`src/hw/rtl/llhist_pkg.sv`:
```
// Shared types, constants and bucket arithmetic for the log-linear latency histogram.
// No dependencies; every other file of the block imports this package.
package llhist_pkg;

	localparam int VALUE_BITS  = 24;
	localparam int COUNT_BITS  = 32;
	localparam int FRAC_BITS   = 16;
	localparam int SUB_BITS    = 7;
	localparam int SUB_BUCKETS = 1 << SUB_BITS;
	localparam int EXP_BITS    = 5;
	localparam int NUM_BUCKETS = VALUE_BITS * SUB_BUCKETS;
	localparam int IDX_BITS    = EXP_BITS + SUB_BITS;
	localparam int PROD_BITS   = FRAC_BITS + 1 + COUNT_BITS;

	localparam logic [VALUE_BITS-1:0] VALUE_MAX = {VALUE_BITS{1'b1}};
	localparam logic [COUNT_BITS-1:0] COUNT_MAX = {COUNT_BITS{1'b1}};
	localparam logic [FRAC_BITS:0]    FRAC_ONE  = {1'b1, {FRAC_BITS{1'b0}}};
	localparam logic [IDX_BITS-1:0]   LAST_IDX  = IDX_BITS'(NUM_BUCKETS - 1);

	localparam logic ACT_OBSERVE = 1'b0;
	localparam logic ACT_QUERY   = 1'b1;

	typedef struct packed {
		logic                  action;
		logic [VALUE_BITS-1:0] sample;
		logic [FRAC_BITS:0]    quantile_fraction;
	} cmd_t;

	typedef struct packed {
		logic                  quantile_valid;
		logic [VALUE_BITS-1:0] quantile_value;
		logic [COUNT_BITS-1:0] total_count;
		logic [COUNT_BITS-1:0] underflow_total;
		logic [COUNT_BITS-1:0] overflow_total;
		logic [VALUE_BITS-1:0] max_seen;
	} result_t;

	typedef enum logic [1:0] {
		KIND_LOW,
		KIND_HIGH,
		KIND_BIN,
		KIND_QUERY
	} item_kind_t;

	typedef struct packed {
		item_kind_t            kind;
		logic [IDX_BITS-1:0]   idx;
		logic [VALUE_BITS-1:0] sample;
		logic [FRAC_BITS:0]    frac;
	} entry_t;

	typedef enum logic [2:0] {
		B_CLEAR,
		B_IDLE,
		B_BIN_WR,
		B_RANK,
		B_RANK2,
		B_SCAN
	} back_state_t;

	// Bucket index of a nonzero sample: octave in the upper bits, linear sub-bucket below.
	function automatic logic [IDX_BITS-1:0] slot_of(input logic [VALUE_BITS-1:0] v);
		logic [EXP_BITS-1:0]            e;
		logic [VALUE_BITS-1:0]          rem;
		logic [VALUE_BITS+SUB_BITS-1:0] t;
		e = '0;
		for (int i = 0; i < VALUE_BITS; i++) begin
			if (v[i]) e = EXP_BITS'(i);
		end
		rem = v - (VALUE_BITS'(1) << e);
		t = ({{SUB_BITS{1'b0}}, rem} << SUB_BITS) >> e;
		return {e, t[SUB_BITS-1:0]};
	endfunction

	// Largest value that falls into a bucket.
	function automatic logic [VALUE_BITS-1:0] slot_top(input logic [IDX_BITS-1:0] idx);
		logic [EXP_BITS-1:0]              e;
		logic [VALUE_BITS+SUB_BITS:0]     num;
		logic [VALUE_BITS+SUB_BITS:0]     span;
		logic [VALUE_BITS:0]              top;
		e = idx[IDX_BITS-1:SUB_BITS];
		num = (VALUE_BITS+SUB_BITS+1)'({1'b0, idx[SUB_BITS-1:0]} + 8'd1) << e;
		span = (num + (VALUE_BITS+SUB_BITS+1)'(SUB_BUCKETS - 1)) >> SUB_BITS;
		top = ((VALUE_BITS+1)'(1) << e) + span[VALUE_BITS:0] - (VALUE_BITS+1)'(1);
		return top[VALUE_BITS-1:0];
	endfunction

endpackage

```
`src/hw/rtl/llhist_front.sv`:
```
// Front end: accepts commands, classifies samples into buckets and queues the work.
// Depends on llhist_pkg.
module llhist_front import llhist_pkg::*; (
	input  logic                  clk,
	input  logic                  arst_n,
	input  logic                  start,
	input  cmd_t                  cmd,
	input  logic [VALUE_BITS-1:0] max_latency,
	input  logic                  hold,
	output logic                  busy,
	output logic                  q_valid,
	output entry_t                q_entry,
	input  logic                  q_pop
);

	entry_t      fifo_q [2];
	logic        wptr_q;
	logic        rptr_q;
	logic [1:0]  cnt_q;
	entry_t      new_entry;
	logic        push;

	assign busy    = hold || (cnt_q == 2'd2);
	assign push    = start && !busy;
	assign q_valid = (cnt_q != 2'd0);
	assign q_entry = fifo_q[rptr_q];

	always_comb begin
		new_entry.idx    = slot_of(cmd.sample);
		new_entry.sample = cmd.sample;
		new_entry.frac   = cmd.quantile_fraction;
		if (cmd.action == ACT_QUERY) begin
			new_entry.kind = KIND_QUERY;
		end else if (cmd.sample == '0) begin
			new_entry.kind = KIND_LOW;
		end else if (cmd.sample > max_latency) begin
			new_entry.kind = KIND_HIGH;
		end else begin
			new_entry.kind = KIND_BIN;
		end
	end

	always_ff @(posedge clk) begin
		if (push) fifo_q[wptr_q] <= new_entry;
	end

	always_ff @(posedge clk or negedge arst_n) begin
		if (!arst_n) begin
			wptr_q <= 1'b0;
			rptr_q <= 1'b0;
			cnt_q  <= 2'd0;
		end else begin
			if (push) wptr_q <= !wptr_q;
			if (q_pop) rptr_q <= !rptr_q;
			cnt_q <= cnt_q + {1'b0, push} - {1'b0, q_pop};
		end
	end

endmodule

```
`config.mk`:
```
export PLATFORM = sky130hd
export DESIGN_NAME = llhist_front
export DESIGN_NICKNAME = d
export VERILOG_FILES = /design/src/hw/rtl/llhist_pkg.sv /design/src/hw/rtl/llhist_front.sv
export SDC_FILE = /design/constraint.sdc
export NUM_CORES = 1
export LEC_CHECK = 0
export ABC_AREA = 1
export BUFFER_PORTS_ARGS = -buffer_cell sky130_fd_sc_hd__buf_2
export CAP_MARGIN = 5
export CORE_MARGIN = 2
export CORE_UTILIZATION = 31
export CTS_CLUSTER_DIAMETER = 30
export DETAILED_ROUTE_END_ITERATION = 10
export PLACE_DENSITY = 0.47
export SYNTH_ARGS = -nofsm -noshare
export SYNTH_HDL_FRONTEND = slang
export SYNTH_SLANG_ARGS = --single-unit
```
`constraint.sdc`:
```
create_clock -name clk -period 5.05 [get_ports clk]
set_clock_uncertainty 0.2 [all_clocks]
set_input_delay 0.7575 -clock clk [delete_from_list [all_inputs] [get_ports clk]]
set_output_delay 0.7575 -clock clk [all_outputs]
set_load 0.02 [all_outputs]
```
==> metrics.cfg <==
[grt]
grt_pass1_vias = 5766
grt_overflow = 0
track_usage_pct = 16.9
antenna_found_initial = 0
grt_max_degree = 40
grt_pass1_wl_um = 31500

[yosys]
synth_top_family_by_area = simple AND/OR/NAND/NOR gates
synth_area_sq_um = 7260
syn-num-nets = 860
synth_xor_area_share_pct = 2.78
synth_cells = 739
synth-simple-area-share_pct = 21.2
synth_compound_area_share_pct = 5.93
muxShareOfSynthArea_pct = 8.53
synthArstFlopShare_pct = 3.51
synth_cell_type_count = 51
ys_seq_elements = 114
avgSynthCellArea_sq_um = 9.82
synth_edf_count = 110
synth-main-ff-cell = edfxtp_1
ys_seq_area_share_pct = 46.9
synth_fa_ha_area_share_pct = 8.72
ys_warn_count = 0

[floorplanning]
ioPinCount = 128
dieArea_sq_um = 24600
initial_core_util_pct = 31.9
core_sq_um = 22800
rows = 55
die_x_um = 157
die-height_um = 157

[sta]
period_share_pct = 93.3
timing.hold.ws_ns = 0.323
tightest_slew_ns = 0.667
hold_viol = 0
slew_violations = 0
period_needed_ns = 4.71
setup_viol = 0
fmax_mhz = 212
slew-limit-headroom_pct = 55.4
grt_setup_unrepaired = true

[setup_path]
critPathSlowestCell = fa_2
required_ns = 5.02
critical_path_class = input port to flop
start_kind = input port
cp_common_cell = nand2_1
ff2ff_path_depth = 4
cpPeakStageDelay_ns = 0.22
cp-end-kind = flop
cp.depth = 46
path_buf_inv = 3
path_max_fanout = 4
r2r_slack_ns = 2.55
arrival_ns = 4.69
path_delay_family = simple AND/OR/NAND/NOR gates

[clock_tree]
clkSinkCount = 114
cts_tree = built
h-tree-depth = 4
path_clk_slew_ns = 0.06
clk_latency_ns = 0.42
numCtsBuffers = 17
ctsRootBufferMaster = clkbuf_16
cts.path.max_buffers = 2

[finish]
fin_nets = 1099
layout_commonest_cell = nand2_1
multi_input_area_sq_um = 3740
antenna_cells = 0
drive_gt1_share_pct = 42.6
fillers = 2282
final_cell_count_no_fill = 1304
final_util_pct = 43.7
ff_latch_area_sq_um = 3400
mostFrequentLayoutCells = nand2_1, buf_2, edfxtp_1
syn2layout_area_growth_pct = 37.2

[placement]
io_buffers = 127
dp_cells = 1263
dpl.hpwl_um = 15200
place_congestion = 0.831

[detailed_routing]
totalWireLength_um = 20600
firstDrtPassIters = 6
vias = 6081
avgRoutedWirePerCell_um = 15.8
drc = 0
via_per_inst = 4.66
drt-initial-drc-count = 374
ant_nets = 0

[worst_hold_path]
whs_path_depth = 1
hp-class = input port to flop

[power]
total_power_uw = 3760
leakage_uw = 0.00433
p_per_area_nw_per_um2 = 378
peakVddDrop_mv = 0.201

[flow_run]
max_cap_violations = 0

[outcome]
outcome = finished clean

-- per-layer routing --
layer	track usage, %	part of all wire, %
met1	23.1	47
met2	27.5	47
met3	2.95	4.7
met4	4.98	1.2
met5	0	0
-- worst reg2reg max path, delay by kind of cell (launching register included) --
| family | cells | cell delay [ns] |
|---|---|---|
| AND/OR/NAND/NOR | 3 | 0.94 |
| buffers and inverters | 1 | 0.58 |
| flip-flops | 1 | 0.40 |
-- where the power goes --
group | internal (uW) | switching, uW
Sequential | 1190 | 64.4
Clock | 794 | 491
Combinational | 505 | 722
-- cells by family (layout without fill, tap and decap cells) --
| logic type | count (synthesis) | count (layout) |
|---|---|---|
| muxes | 55 | 55 |
| and+or+nand+nor | 322 | 322 |
| buffers and inverters | 103 | 355 |
| adders and majority gates | 50 | 50 |
| AOI/OAI and AO/OA | 72 | 72 |
| DFF | 114 | 114 |
| xor gates and xnor gates | 23 | 23 |
-- what timing repair did --
action                                  CTS  global route
endpoints found under the setup margin    0            14
resized for setup                         0            69
buffers inserted                          0             9
endpoints found under the hold margin     4             0
hold buffers                              1             0
-- flip-flops by register name, indices dropped and copies added (netlist names) --
signal,flops
cnt_q,2
wptr_q,1
rptr_q,1
fifo_q,110
-- synthesized netlist by cell type (2+ instances only) --
library cell  number  area, sq um
nand2_2           10         62.6
nand2_8            2         40.0
buf_2              3         15.0
nor4_1             5         31.3
buf_6              2         22.5
o21ai_0           14         70.1
inv_1             81          304
a21oi_1           37          185
or2_2              2         12.5
nand3_2            9         90.1
nand3b_1           3         22.5
buf_4              2         15.0
inv_2              4         15.0
nand2_1          144          541
xor2_1             8         70.1
nor2_2             4         25.0
a211oi_1           2         15.0
nor3_1             4         20.0
o211ai_1           2         15.0
ha_1              49          613
dfrtp_1            4          100
clkbuf_1           9         33.8
nand3_1           92          460
mux2_2            55          619
o21ai_1            3         15.0
nor2_1            37          139
xnor2_1           15          131
edfxtp_1         110         3300
nand4_1            5         31.3
-- layout make-up --
| cell class | count | share of cell area [%] |
|---|---|---|
| multi-input cells | 522 | 37.5 |
| repair buffers | 238 | 14.9 |
| flip-flops and latches | 114 | 34.2 |
| clock inverters | 15 | 2.00 |
| well taps | 313 | 3.93 |
| clock buffers | 17 | 4.27 |
| inverters | 85 | 3.21 |
-- worst paths after layout --
check | startpoint | to
max in group asynchronous | arst_n | rptr_q$_DFFE_PN0P_
worst min-delay path | cmd[9] | fifo_q[1][9]$_DFFE_PP_
worst min register to register | cnt_q[0]$_DFF_PN0_ | cnt_q[0]$_DFF_PN0_
worst max register to register | cnt_q[1]$_DFF_PN0_ | fifo_q[0][18]$_DFFE_PP_
min in group asynchronous | arst_n | cnt_q[1]$_DFF_PN0_
worst max-delay path | cmd[19] | fifo_q[0][46]$_DFFE_PP_
-- through the flow --
stage | worst slack (ns) | TNS [ns] | cell area [sq um]
finish | 0.339 | 0 | 9950
global route | -0.0653 | -0.487 | 9950
CTS | 0.0527 | 0 | 9590
detailed placement | -0.336 | -3.94 | 8950
global placement | -0.342 | -4.40 | 8950
floorplan | 0.360 | 0 | 7260
Note: power is estimated with default switching activity, not from simulation.
